--- config.mk ---
export PLATFORM = sky130hd
export DESIGN_NAME = highpass_gain_noise_gate_core
export DESIGN_NICKNAME = d
export VERILOG_FILES = /design/src/rtl/hgng_pkg.sv /design/src/rtl/hgng_front.sv /design/src/rtl/hgng_back.sv /design/src/rtl/highpass_gain_noise_gate_core.sv
export SDC_FILE = /design/constraint.sdc
export NUM_CORES = 2
export LEC_CHECK = 0
export BUFFER_PORTS_ARGS = -buffer_cell sky130_fd_sc_hd__buf_2
export CAP_MARGIN = 20
export CORE_ASPECT_RATIO = 1.5
export CORE_MARGIN = 4
export CORE_UTILIZATION = 60
export CTS_BUF_LIST = sky130_fd_sc_hd__clkbuf_4
export DETAILED_ROUTE_END_ITERATION = 10
export PLACE_DENSITY = 0.77
export SETUP_SLACK_MARGIN = 0.1
export SLEW_MARGIN = 20
export SYNTH_ARGS = -nofsm -noshare
export SYNTH_HDL_FRONTEND = slang
export SYNTH_HIERARCHICAL = 1
export SYNTH_SLANG_ARGS = --single-unit
--- constraint.sdc ---
create_clock -name clk -period 27.3 [get_ports clk]
set_input_delay 5.46 -clock clk [delete_from_list [all_inputs] [get_ports clk]]
set_output_delay 5.46 -clock clk [all_outputs]
set_load 0.03 [all_outputs]
--- src/rtl/hgng_pkg.sv ---
package hgng_pkg;

    // Command codes carried in the cmd field of a sample-channel beat
    localparam logic CMD_SAMPLE = 1'b0;
    localparam logic CMD_TICK   = 1'b1;

    // Configuration register indexes
    localparam int unsigned CfgIndexW = 3;
    localparam logic [CfgIndexW-1:0] CFG_HP_FORWARD  = 3'd0;
    localparam logic [CfgIndexW-1:0] CFG_HP_FEEDBACK = 3'd1;
    localparam logic [CfgIndexW-1:0] CFG_OUT_GAIN    = 3'd2;
    localparam logic [CfgIndexW-1:0] CFG_GATE_LEVEL  = 3'd3;
    localparam logic [CfgIndexW-1:0] CFG_HOLD_RELOAD = 3'd4;
    localparam int unsigned CfgDataW = 16;

    // Register reset values
    localparam logic [15:0]        HP_FORWARD_RST  = 16'd46103;
    localparam logic signed [15:0] HP_FEEDBACK_RST = 16'sd13335;
    localparam logic [15:0]        OUT_GAIN_RST    = 16'd11599;
    localparam logic [14:0]        GATE_LEVEL_RST  = 15'd10362;
    localparam logic [7:0]         HOLD_RELOAD_RST = 8'd5;

    // Activity counter load value on a voiced buffer
    localparam logic [2:0] ACTIVITY_LOAD = 3'd5;

    typedef struct packed {
        logic              cmd;
        logic signed [15:0] in_sample;
        logic              last;
    } sample_beat_t;

    typedef struct packed {
        logic signed [15:0] out_sample;
        logic              end_of_buffer;
        logic              voice_active;
        logic [2:0]        activity_count;
    } result_beat_t;

    typedef struct packed {
        logic [15:0]        hp_forward;
        logic signed [15:0] hp_feedback;
        logic [15:0]        out_gain;
        logic [14:0]        gate_level;
        logic [7:0]         hold_reload;
    } cfg_regs_t;

    typedef enum logic {
        KIND_SAMPLE = 1'b0,
        KIND_TICK   = 1'b1
    } item_kind_t;

    // Classified item as it sits in the queue between front and back
    typedef struct packed {
        item_kind_t         kind;
        logic signed [15:0] sample;
        logic               last;
    } queue_entry_t;

endpackage

--- src/rtl/hgng_front.sv ---
module hgng_front #(
    parameter int unsigned DEPTH = 2
) (
    input  logic                     clk,
    input  logic                     rst_n,
    input  logic                     sample_valid,
    output logic                     sample_stall,
    input  hgng_pkg::sample_beat_t   sample_beat,
    output logic                     q_valid,
    output hgng_pkg::queue_entry_t   q_entry,
    input  logic                     q_pop
);

    localparam int unsigned PtrW   = (DEPTH > 1) ? $clog2(DEPTH) : 1;
    localparam int unsigned CountW = $clog2(DEPTH + 1);
    localparam logic [PtrW-1:0]   PtrLast   = PtrW'(DEPTH - 1);
    localparam logic [CountW-1:0] CountFull = CountW'(DEPTH);

    hgng_pkg::queue_entry_t entry_mem [DEPTH];
    hgng_pkg::queue_entry_t entry_in;

    logic [PtrW-1:0]   wr_ptr_reg, wr_ptr_next;
    logic [PtrW-1:0]   rd_ptr_reg, rd_ptr_next;
    logic [CountW-1:0] count_reg, count_next;
    logic              push;
    logic              pop;

    // Classify the incoming beat
    always_comb
    begin
        entry_in.kind   = (sample_beat.cmd == hgng_pkg::CMD_TICK) ?
                          hgng_pkg::KIND_TICK : hgng_pkg::KIND_SAMPLE;
        entry_in.sample = sample_beat.in_sample;
        entry_in.last   = sample_beat.last;
    end

    assign sample_stall = (count_reg == CountFull);
    assign push         = sample_valid && !sample_stall;
    assign pop          = q_pop && q_valid;
    assign q_valid      = (count_reg != '0);
    assign q_entry      = entry_mem[rd_ptr_reg];

    // Advance pointers with wrap at the queue depth
    always_comb
    begin
        wr_ptr_next = wr_ptr_reg;
        rd_ptr_next = rd_ptr_reg;
        count_next  = count_reg;
        if (push)
        begin
            wr_ptr_next = (wr_ptr_reg == PtrLast) ? '0 : wr_ptr_reg + 1'b1;
        end
        if (pop)
        begin
            rd_ptr_next = (rd_ptr_reg == PtrLast) ? '0 : rd_ptr_reg + 1'b1;
        end
        if (push && !pop)
        begin
            count_next = count_reg + 1'b1;
        end
        else if (pop && !push)
        begin
            count_next = count_reg - 1'b1;
        end
    end

    always_ff @(posedge clk or negedge rst_n)
    begin
        if (!rst_n)
        begin
            wr_ptr_reg <= '0;
            rd_ptr_reg <= '0;
            count_reg  <= '0;
        end
        else
        begin
            wr_ptr_reg <= wr_ptr_next;
            rd_ptr_reg <= rd_ptr_next;
            count_reg  <= count_next;
        end
    end

    // Store the classified beat
    always_ff @(posedge clk)
    begin
        if (push)
        begin
            entry_mem[wr_ptr_reg] <= entry_in;
        end
    end

endmodule

--- src/rtl/hgng_back.sv ---
module hgng_back (
    input  logic                    clk,
    input  logic                    rst_n,
    input  hgng_pkg::cfg_regs_t     cfg,
    input  logic                    q_valid,
    input  hgng_pkg::queue_entry_t  q_entry,
    output logic                    q_pop,
    output logic                    result_valid,
    input  logic                    result_stall,
    output hgng_pkg::result_beat_t  result_beat
);

    typedef enum logic [5:0] {
        ST_IDLE = 6'b000001,
        ST_FWD  = 6'b000010,
        ST_FB   = 6'b000100,
        ST_FILT = 6'b001000,
        ST_GAIN = 6'b010000,
        ST_OUT  = 6'b100000
    } back_state_t;

    localparam logic signed [35:0] FiltBias = 36'sd32767;
    localparam logic signed [35:0] GainBias = 36'sd16383;
    localparam logic signed [15:0] SampleMax = 16'sd32767;

    // Clamp a scaled value to +-32767
    function automatic logic signed [15:0] sat_sample(input logic signed [35:0] q);
        logic signed [15:0] r;
        if (q > 36'sd32767)
        begin
            r = SampleMax;
        end
        else if (q < -36'sd32767)
        begin
            r = -SampleMax;
        end
        else
        begin
            r = q[15:0];
        end
        return r;
    endfunction

    back_state_t state_reg, state_next;

    hgng_pkg::queue_entry_t item_reg;
    hgng_pkg::result_beat_t result_beat_reg;
    logic                   result_valid_reg;

    logic signed [15:0] prev_input_reg;
    logic signed [15:0] prev_output_reg;
    logic signed [15:0] peak_high_reg;
    logic signed [15:0] peak_low_reg;
    logic [7:0]         hold_count_reg;
    logic [2:0]         activity_reg;
    logic               voice_reg;

    logic signed [35:0] prod_reg;
    logic signed [35:0] acc_reg;
    logic signed [15:0] y_reg;

    logic signed [17:0] mul_a;
    logic signed [17:0] mul_b;
    logic signed [35:0] product;
    logic signed [16:0] diff;
    logic signed [35:0] filt_sum;
    logic signed [35:0] filt_q;
    logic signed [15:0] filt_y;
    logic signed [35:0] gain_q;
    logic signed [15:0] gain_y;
    logic signed [16:0] low_ext;
    logic signed [16:0] neg_level;
    logic               loud;
    logic               slot_free;
    logic               take;
    logic [2:0]         tick_activity;

    assign slot_free = !result_valid_reg || !result_stall;
    assign take      = q_valid &&
                       ((state_reg == ST_IDLE) || ((state_reg == ST_OUT) && slot_free));
    assign q_pop     = take;

    assign result_valid = result_valid_reg;
    assign result_beat  = result_beat_reg;

    // Select operands for the shared multiplier
    assign diff = 17'({item_reg.sample[15], item_reg.sample})
                - 17'({prev_input_reg[15], prev_input_reg});

    always_comb
    begin
        mul_a = '0;
        mul_b = '0;
        unique case (state_reg)
            ST_FWD:
            begin
                mul_a = {diff[16], diff};
                mul_b = $signed({2'b00, cfg.hp_forward});
            end
            ST_FB:
            begin
                mul_a = {{2{prev_output_reg[15]}}, prev_output_reg};
                mul_b = {{2{cfg.hp_feedback[15]}}, cfg.hp_feedback};
            end
            ST_GAIN:
            begin
                mul_a = {{2{y_reg[15]}}, y_reg};
                mul_b = $signed({2'b00, cfg.out_gain});
            end
            default:
            begin
                mul_a = '0;
                mul_b = '0;
            end
        endcase
    end

    assign product = mul_a * mul_b;

    // Sum the filter products, truncate toward zero by 2^15 and clamp
    assign filt_sum = acc_reg + prod_reg;
    assign filt_q   = (filt_sum + (filt_sum[35] ? FiltBias : 36'sd0)) >>> 15;
    assign filt_y   = sat_sample(filt_q);

    // Truncate the gained product toward zero by 2^14 and clamp
    assign gain_q = (prod_reg + (prod_reg[35] ? GainBias : 36'sd0)) >>> 14;
    assign gain_y = sat_sample(gain_q);

    // Gate compare on the buffer's extremes
    assign low_ext   = {peak_low_reg[15], peak_low_reg};
    assign neg_level = -$signed({2'b00, cfg.gate_level});
    assign loud      = (peak_high_reg > $signed({1'b0, cfg.gate_level}))
                     || (low_ext < neg_level);

    assign tick_activity = (activity_reg >= 3'd2) ? activity_reg - 3'd1 : 3'd0;

    // Sequence one item through the shared multiplier; a tick goes straight to ST_OUT
    always_comb
    begin
        state_next = state_reg;
        unique case (state_reg)
            ST_IDLE:
            begin
                if (take)
                begin
                    state_next = (q_entry.kind == hgng_pkg::KIND_TICK) ? ST_OUT : ST_FWD;
                end
            end
            ST_FWD:  state_next = ST_FB;
            ST_FB:   state_next = ST_FILT;
            ST_FILT: state_next = ST_GAIN;
            ST_GAIN: state_next = ST_OUT;
            ST_OUT:
            begin
                if (slot_free)
                begin
                    if (take)
                    begin
                        state_next = (q_entry.kind == hgng_pkg::KIND_TICK) ?
                                     ST_OUT : ST_FWD;
                    end
                    else
                    begin
                        state_next = ST_IDLE;
                    end
                end
            end
            default: state_next = ST_IDLE;
        endcase
    end

    // Hold filter, peak, gate and activity state
    always_ff @(posedge clk or negedge rst_n)
    begin
        if (!rst_n)
        begin
            state_reg        <= ST_IDLE;
            result_valid_reg <= 1'b0;
            prev_input_reg   <= '0;
            prev_output_reg  <= '0;
            peak_high_reg    <= '0;
            peak_low_reg     <= '0;
            hold_count_reg   <= '0;
            activity_reg     <= '0;
        end
        else
        begin
            state_reg <= state_next;

            if (state_reg == ST_FILT)
            begin
                prev_input_reg  <= item_reg.sample;
                prev_output_reg <= filt_y;
                if (filt_y >= peak_high_reg)
                begin
                    peak_high_reg <= filt_y;
                end
                if (filt_y < peak_low_reg)
                begin
                    peak_low_reg <= filt_y;
                end
            end

            if ((state_reg == ST_GAIN) && item_reg.last)
            begin
                if (loud)
                begin
                    hold_count_reg <= cfg.hold_reload;
                    activity_reg   <= hgng_pkg::ACTIVITY_LOAD;
                end
                else if (hold_count_reg != '0)
                begin
                    hold_count_reg <= hold_count_reg - 8'd1;
                    activity_reg   <= hgng_pkg::ACTIVITY_LOAD;
                end
                peak_high_reg <= '0;
                peak_low_reg  <= '0;
            end

            if ((state_reg == ST_OUT) && slot_free)
            begin
                result_valid_reg <= 1'b1;
                if (item_reg.kind == hgng_pkg::KIND_TICK)
                begin
                    activity_reg <= tick_activity;
                end
            end
            else if (result_valid_reg && !result_stall)
            begin
                result_valid_reg <= 1'b0;
            end
        end
    end

    // Carry payload through the sequence
    always_ff @(posedge clk)
    begin
        if (take)
        begin
            item_reg <= q_entry;
        end

        // Hold the gain product while the result slot is busy
        if (state_reg != ST_OUT)
        begin
            prod_reg <= product;
        end

        if (state_reg == ST_FB)
        begin
            acc_reg <= prod_reg;
        end

        if (state_reg == ST_FILT)
        begin
            y_reg <= filt_y;
        end

        if (state_reg == ST_GAIN)
        begin
            voice_reg <= item_reg.last && (loud || (hold_count_reg != '0));
        end

        if ((state_reg == ST_OUT) && slot_free)
        begin
            if (item_reg.kind == hgng_pkg::KIND_TICK)
            begin
                result_beat_reg.out_sample     <= '0;
                result_beat_reg.end_of_buffer  <= 1'b0;
                result_beat_reg.voice_active   <= 1'b0;
                result_beat_reg.activity_count <= tick_activity;
            end
            else
            begin
                result_beat_reg.out_sample     <= gain_y;
                result_beat_reg.end_of_buffer  <= item_reg.last;
                result_beat_reg.voice_active   <= voice_reg;
                result_beat_reg.activity_count <= activity_reg;
            end
        end
    end

endmodule

--- src/rtl/highpass_gain_noise_gate_core.sv ---
// A sample beat leaves the queue and steps through FWD, FB, FILT, GAIN and OUT, where
// its result is registered; a tick beat goes straight to OUT. The single shared 18x18
// multiplier forms the two filter products and the gain product in turn; a new item
// is taken only in IDLE or OUT. One tick per cycle while results are not stalled. A queue
// of QUEUE_DEPTH beats separates input acceptance from the back end. Reset (rst_n low,
// asynchronous) empties the queue, clears filter and gate state, loads register defaults.
module highpass_gain_noise_gate_core #(
    parameter int unsigned QUEUE_DEPTH = 2
) (
    input  logic                                   clk,
    input  logic                                   rst_n,
    input  logic                                   sample_valid,
    output logic                                   sample_stall,
    input  hgng_pkg::sample_beat_t                 sample_beat,
    output logic                                   result_valid,
    input  logic                                   result_stall,
    output hgng_pkg::result_beat_t                 result_beat,
    input  logic                                   cfg_valid,
    output logic                                   cfg_ready,
    input  logic [hgng_pkg::CfgIndexW-1:0]         cfg_index,
    input  logic [hgng_pkg::CfgDataW-1:0]          cfg_data
);

    hgng_pkg::cfg_regs_t    cfg_reg;
    hgng_pkg::queue_entry_t q_entry;
    logic                   q_valid;
    logic                   q_pop;

    assign cfg_ready = 1'b1;

    // Decode configuration writes
    always_ff @(posedge clk or negedge rst_n)
    begin
        if (!rst_n)
        begin
            cfg_reg.hp_forward  <= hgng_pkg::HP_FORWARD_RST;
            cfg_reg.hp_feedback <= hgng_pkg::HP_FEEDBACK_RST;
            cfg_reg.out_gain    <= hgng_pkg::OUT_GAIN_RST;
            cfg_reg.gate_level  <= hgng_pkg::GATE_LEVEL_RST;
            cfg_reg.hold_reload <= hgng_pkg::HOLD_RELOAD_RST;
        end
        else if (cfg_valid && cfg_ready)
        begin
            unique case (cfg_index)
                hgng_pkg::CFG_HP_FORWARD:  cfg_reg.hp_forward  <= cfg_data;
                hgng_pkg::CFG_HP_FEEDBACK: cfg_reg.hp_feedback <= $signed(cfg_data);
                hgng_pkg::CFG_OUT_GAIN:    cfg_reg.out_gain    <= cfg_data;
                hgng_pkg::CFG_GATE_LEVEL:  cfg_reg.gate_level  <= cfg_data[14:0];
                hgng_pkg::CFG_HOLD_RELOAD: cfg_reg.hold_reload <= cfg_data[7:0];
                default:
                begin
                end
            endcase
        end
    end

    hgng_front #(
        .DEPTH (QUEUE_DEPTH)
    ) u_front (
        .clk          (clk),
        .rst_n        (rst_n),
        .sample_valid (sample_valid),
        .sample_stall (sample_stall),
        .sample_beat  (sample_beat),
        .q_valid      (q_valid),
        .q_entry      (q_entry),
        .q_pop        (q_pop)
    );

    hgng_back u_back (
        .clk          (clk),
        .rst_n        (rst_n),
        .cfg          (cfg_reg),
        .q_valid      (q_valid),
        .q_entry      (q_entry),
        .q_pop        (q_pop),
        .result_valid (result_valid),
        .result_stall (result_stall),
        .result_beat  (result_beat)
    );

endmodule

* After elaboration in Yosys (flattened, before gate mapping)
Memories as Yosys holds them, arrays and structs flattened.
Index checks and enable logic that the tools add are counted.
** Storage, ports and cells
- Output and inout bits :: 24
- Logic and storage cells :: 138
- Bits in latches :: 0
- Register bits after elaboration :: 285
- Memories :: 1
- ROM bits :: 0
- Input bits :: 42
- Bits in writable memories :: 36
** Cells by class
- Reductions and logical operators :: 37
- $lt $le $gt $ge :: 9
- Equality and inequality tests :: 14
- Bitwise gates (word level) :: 0
- Mux-type cells :: 37
- Shift-type cells :: 0
- Divide/modulo/power cells :: 0
- Add/subtract/negate cells :: 11
- $mul :: 1
** Memories
- u_front.entry_mem :: depth 2, width 18, read ports 1, clocked after Yosys merged registers in 0, wr ports 1, RTL line hgng_front.sv:19 : hgng_pkg::queue_entry_t entry_mem [DEPTH];
** Operator list (number)
- 2-to-1 mux 16 bit :: 9
- one-hot mux 18 bit (3 select lines) :: 2
- adder 36 x 15 -> 36 bit :: 1
- adder 36 x 16 -> 36 bit :: 1
- adder 36 bit :: 1
- multiplier 18 x 18 -> 36 bit :: 1
- one-hot mux 6 bit (6 select lines) :: 1
- 2-to-1 mux 15 bit :: 2
- 2-to-1 mux 6 bit :: 4
- greater-than comparator 22 x 16 -> 1 bit, second input constant :: 1
- < comparator 22 x 16 -> 1 bit, second input constant :: 1
- greater-than comparator 21 x 16 -> 1 bit, second input constant :: 1
- < comparator 21 x 16 -> 1 bit, second input constant :: 1
- 2-to-1 mux 3 bit :: 7
- AND reduction 2 bit :: 9
- < comparator 16 x 17 -> 1 bit :: 1
- negation 15 -> 17 bit :: 1
- subtractor 16 x 16 -> 17 bit :: 1
- greater-or-equal comparator 16 bit :: 1
- greater-than comparator 16 bit :: 1
- < comparator 16 bit :: 1
- 2-to-1 mux 8 bit :: 2
- 2-to-1 mux 14 bit :: 1
- nonzero test 2 bit :: 7
- 27 further kinds :: 51

* Depth between registers and ports, before layout
- Word-level depth :: 10
- Mapped depth :: 44
- Mapped depth without buffers :: 42

* Modules after synthesis
Netlist, hierarchy kept.
** By module, submodules not included
- hgng_back :: area an instance 25206.7 um^2, instances 1, cells each 2705, sequential area each 5896.9 um^2
- highpass_gain_noise_gate_core :: area an instance 2778.9 um^2, instances 1, cells each 156, sequential area each 1818.0 um^2
- hgng_front :: area an instance 1549.0 um^2, instances 1, cells each 75, sequential area each 1181.1 um^2

* Least setup slack after synthesis
Ideal clock, no wire load.
- Kind :: reg2reg
- From :: register u_back.state_reg[5]
- To :: register u_back.prod_reg[35] (data pin)
- Clock period less this slack :: 9394 ps
- Stages on the path, launching flop included :: 39
- Path buffers :: 4
- Data arrival time :: 9134 ps
- Setup time :: 260 ps
- Path slack :: 17906 ps
- Data required time :: 27040 ps
- Path through :: dfrtp_1 -> nor2_1 -> and4_1 -> clkbuf_1 -> clkbuf_1 -> clkbuf_1 -> a22oi_1 -> nand2_1 -> clkbuf_1 -> nand2_1 -> fa_1 -> fa_1 -> inv_1 -> ha_1 -> ha_1 -> ha_1 -> inv_1 -> fa_1 -> (+3 left out) -> fa_1 -> nor2b_1 -> o21ai_0 -> a21boi_0 -> o21ai_0 -> a21boi_0 -> o21ai_0 -> a21boi_0 -> o31a_1 -> o211ai_1 -> a31oi_1 -> a41oi_1 -> a211oi_1 -> a41oi_1 -> a21oi_1 -> a21o_1 -> a21oi_1 -> xnor2_1
** On the way
- Cells in the longest elaborated chain, start to end :: 3
- Elaborated cells between the ends (all ways) :: 6
- Classes of those cells :: mul (1); eq/ne (3); mux (2)
** Ends and longest elaborated chain
- start, declared :: RTL line hgng_back.sv:44 : back_state_t state_reg, state_next;
- start signal, assigned :: RTL line hgng_back.sv:188 : state_reg <= state_next;
- equality test 6 x 5 -> 1 bit, or another cell as far along :: RTL line hgng_back.sv:94 : unique case (state_reg)
- one-hot mux 18 bit (3 select lines) :: RTL line hgng_back.sv:94
- multiplier 18 x 18 -> 36 bit (*) :: RTL line hgng_back.sv:118 : assign product = mul_a * mul_b;
- via u_back.product[35] :: RTL line hgng_back.sv:64 : logic signed [35:0] product;
- end signal, assigned :: RTL line hgng_back.sv:246 : prod_reg <= product;
- end, declared :: RTL line hgng_back.sv:58 : logic signed [35:0] prod_reg;
The timed path passes the listed nets; every way through them passes the cells marked *.
A chain may end at the register's enable or synchronous reset.

* Final worst setup path
- From :: register u_back/item_reg[2] in the netlist's numbering
- To :: register u_back.prod_reg[34] (data pin)
** On the way
- Cells in the longest elaborated chain, start to end :: 3
** Ends and longest elaborated chain
- start, declared :: RTL line hgng_back.sv:46 : hgng_pkg::queue_entry_t item_reg;
- start signal, assigned :: RTL line hgng_back.sv:240 : item_reg <= q_entry;
- subtractor 16 x 16 -> 17 bit :: RTL line hgng_back.sv:88 : - 17'({prev_input_reg[15], prev_input_reg});
- one-hot mux 18 bit (3 select lines) :: RTL line hgng_back.sv:94
- multiplier 18 x 18 -> 36 bit :: RTL line hgng_back.sv:118
- via u_back.product[34] :: RTL line hgng_back.sv:64
The timed path passes the listed nets, and every way through them passes these cells.

==> flow_metrics.env <==
export IMPL_status="complete, no violations"
export IMPL_power_total_mw=2.384
export IMPL_fin_crit_sh_pct=37.92
export IMPL_synth_seq_cells=321
export IMPL_min_period_ns=10.35
export IMPL_route_met2_wl_um=40700
export IMPL_top_layer="met5"
export IMPL_gp_congestion=0.9403
export IMPL_vias=21923
export IMPL_skew_ns=0.07148
export IMPL_synthFlopType="edfxtp_1"
export IMPL_cap_violations=0
export IMPL_crit_buf_inv=3
export IMPL_final_core_util_pct=64.69
export IMPL_antenna_found_initial=2
export IMPL_critPathKind="flop to flop"
export IMPL_ys_warn_count=6
export IMPL_overflow=0
export IMPL_crit_arrival_ns=10.89
export IMPL_drtAntennaViolNets=0
export IMPL_io_buffers=64
export IMPL_worstHoldPathType="flop to flop"
export IMPL_ctsHoldBuffers=0
export IMPL_grt_pass1_vias=24098
export IMPL_routed_wl_um=77850
export IMPL_cp_required_ns=27.84
export IMPL_die_w_um=189.2
export IMPL_slowest_delay_ns=0.52
export IMPL_grt_pass1_wl_um=125600
export IMPL_cts_inserted_buffers=83
export IMPL_finalHoldViolCount=0
export IMPL_synth_nets=3528
export IMPL_path_clk_slew_ns=0.08
export IMPL_dr_wl_met3_um=4500
export IMPL_ios=66
export IMPL_die_height_um=279.7
export IMPL_crit_path_max_fanout=12
export IMPL_cts_resized=0
export IMPL_synth_edf_count=164
export IMPL_rows=99
export IMPL_dpl_cell_area_um2=30350
export IMPL_fin_nets=3589
export IMPL_fin_cells=3720
export IMPL_synthArstFlopShare_pct=48.91
export IMPL_synth_area_um2=29530
export IMPL_crit_slowest_cell="nand3_1"
export IMPL_drcViolationCount=0
export IMPL_stdcell_area_um2=31490
export IMPL_cts_tree="built"
export IMPL_pre_cts_ws_ns=17.16
export IMPL_tightest_slew_ns=1.081
export IMPL_worst_path_most_repeated_cell="o21ai_0"
export IMPL_slew_violations=0
export IMPL_clock_latency_ns=0.83
export IMPL_largest_reg_flops=71
export IMPL_peakVddDrop_mv=0.07875
export IMPL_syn_inst=2936
export IMPL_endpoint_kind="flop"
export IMPL_dp_cells=3568
export IMPL_max_freq_ghz=0.09660
export IMPL_rsz0062_at_grt="no"
export IMPL_worst_slack_ns=16.95
export IMPL_cts_sinks=321
export IMPL_vias_per_cell=5.893
export IMPL_dr_pass1_iters=6
export IMPL_grt_usage_pct=30.37
export IMPL_start_util_pct=60.67
export IMPL_cts_root_buf="clkbuf_4"
export IMPL_core_region_area_um2=48680
export IMPL_avgSynthCellArea_um2=10.06
export IMPL_power_density_nw_per_um2=75.69
export IMPL_drive_above_1_share_pct=12.24
export IMPL_synthDistinctLibCells=98
export IMPL_wl_per_cell_um=20.93
export IMPL_max_clock_path_buffers=3
export IMPL_post_cts_buffers=0
export IMPL_grt_max_degree=100
export IMPL_relSlewSlack_pct=27.96
export IMPL_die_area_um2=52910
export IMPL_tns_ns=0
export IMPL_p_leak_nw=14.51
export IMPL_finalHoldWorstSlack_ns=0.4862
export IMPL_setup_viol=0
export IMPL_htreeDepth=3
export IMPL_synth_seq_area_share_pct=30.12
export IMPL_critPathLaunchType="flop"
export IMPL_drtIter0Drc=1500
export IMPL_met1_length_um=26530
export IMPL_hpwl_um=61730
export IMPL_areaGrowthSynthToFinish_pct=6.630
export IMPL_critPathTopFamily="compound AO/OA/AOI/OAI gates"
-- power breakdown --
part | internal [mW] | switching [mW]
Combinational | 0.430 | 0.731
Clock | 0.237 | 0.211
Sequential | 0.669 | 0.105
-- cell families (layout without fill, tap and decap cells) --
kind of cell	Yosys count	after routing	share of synthesized area [%]
AND/OR/NAND/NOR	804	804	12.49
buffers and inverters	559	686	7.409
adder cells (fa/ha/maj)	550	550	31.43
AO/OA/AOI/OAI	460	460	10.36
flip-flops	321	321	30.12
XOR/XNOR	124	124	3.703
multiplexers	117	117	4.474
other	1	2	0.01270
-- worst register-to-register path, delay by kind of cell, from the launching register on --
family	cells	cell delay, ns
AO/OA/AOI/OAI	22	4.70
adder cells (fa/ha/maj)	8	3.22
AND/OR/NAND/NOR	5	1.42
flip-flops	1	0.44
buffers and inverters	3	0.21
XOR/XNOR	1	0.11
-- final cells by class --
type | instances | area (um2)
inverters | 454 | 1704
flip-flops and latches | 321 | 8896
repair buffers | 81 | 454.2
clock buffers | 116 | 870.8
fillers | 3914 | 17190
multi-input cells | 2056 | 18480
well taps | 656 | 820.8
diodes | 1 | 2.502
clock inverters | 35 | 260.3
-- synthesized netlist by cell type (32+ instances only) --
cell type	instances	area share, %
a21o_1	56	1.4
a21oi_1	119	2.0
clkbuf_1	87	1.1
dfrtp_1	123	10
dfstp_2	34	3.0
edfxtp_1	164	17
fa_1	320	22
ha_1	230	9.7
inv_1	453	5.8
mux2_2	83	3.2
nand2_1	372	4.7
nor2_1	189	2.4
nor3_1	33	0.56
o21a_1	32	0.81
o21ai_0	93	1.6
xnor2_1	82	2.4
xor2_1	41	1.2
-- placed cells by master (no fill, tap or decap), types with 10 or more instances in the layout --
cell type and count:
nand2b_1 21, clkbuf_4 116, ha_1 230, and2_1 29
o21ai_0 93, inv_1 453, o21a_1 32, xnor2_1 82
nor3_1 33, clkinv_1 19, xor2_1 41, a22oi_1 30
buf_2 63, a21oi_1 117, dfstp_2 34, nand2_1 372
nor2b_1 14, buf_4 17, or3_1 12, edfxtp_1 164
fa_1 320, mux2_2 83, a211oi_1 23, nor4_1 11
clkinv_2 11, nor2_1 189, a31oi_1 10, a21o_1 56
mux2i_1 24, nand3_1 29, dfrtp_1 123, and3_1 18
nand4_1 27
-- worst paths after layout --
kind                                startpoint                   endpoint  slack (ns)  depth (start not counted)
max reg2reg                 u_back/item_reg[2]        u_back/prod_reg[34]       16.95                         39
max in group asynchronous                rst_n  u_back/prev_input_reg[14]       21.19                          2
min reg2reg                u_back/prod_reg[11]         u_back/acc_reg[11]        0.49                          0
min in group asynchronous                rst_n        u_back/result_valid        4.73                          1
min                        u_back/prod_reg[11]         u_back/acc_reg[11]        0.49                          0
max                         u_back/item_reg[2]        u_back/prod_reg[34]       16.95                         39
-- per-layer routing --
layer | vias up | global-route usage (%)
met5 | - | 0
met4 | 2 | 21.05
met3 | 294 | 4.438
met2 | 845 | 54.80
met1 | 10890 | 32.60
li1 | 9892 | -
Power figures use the tool's default switching activity.
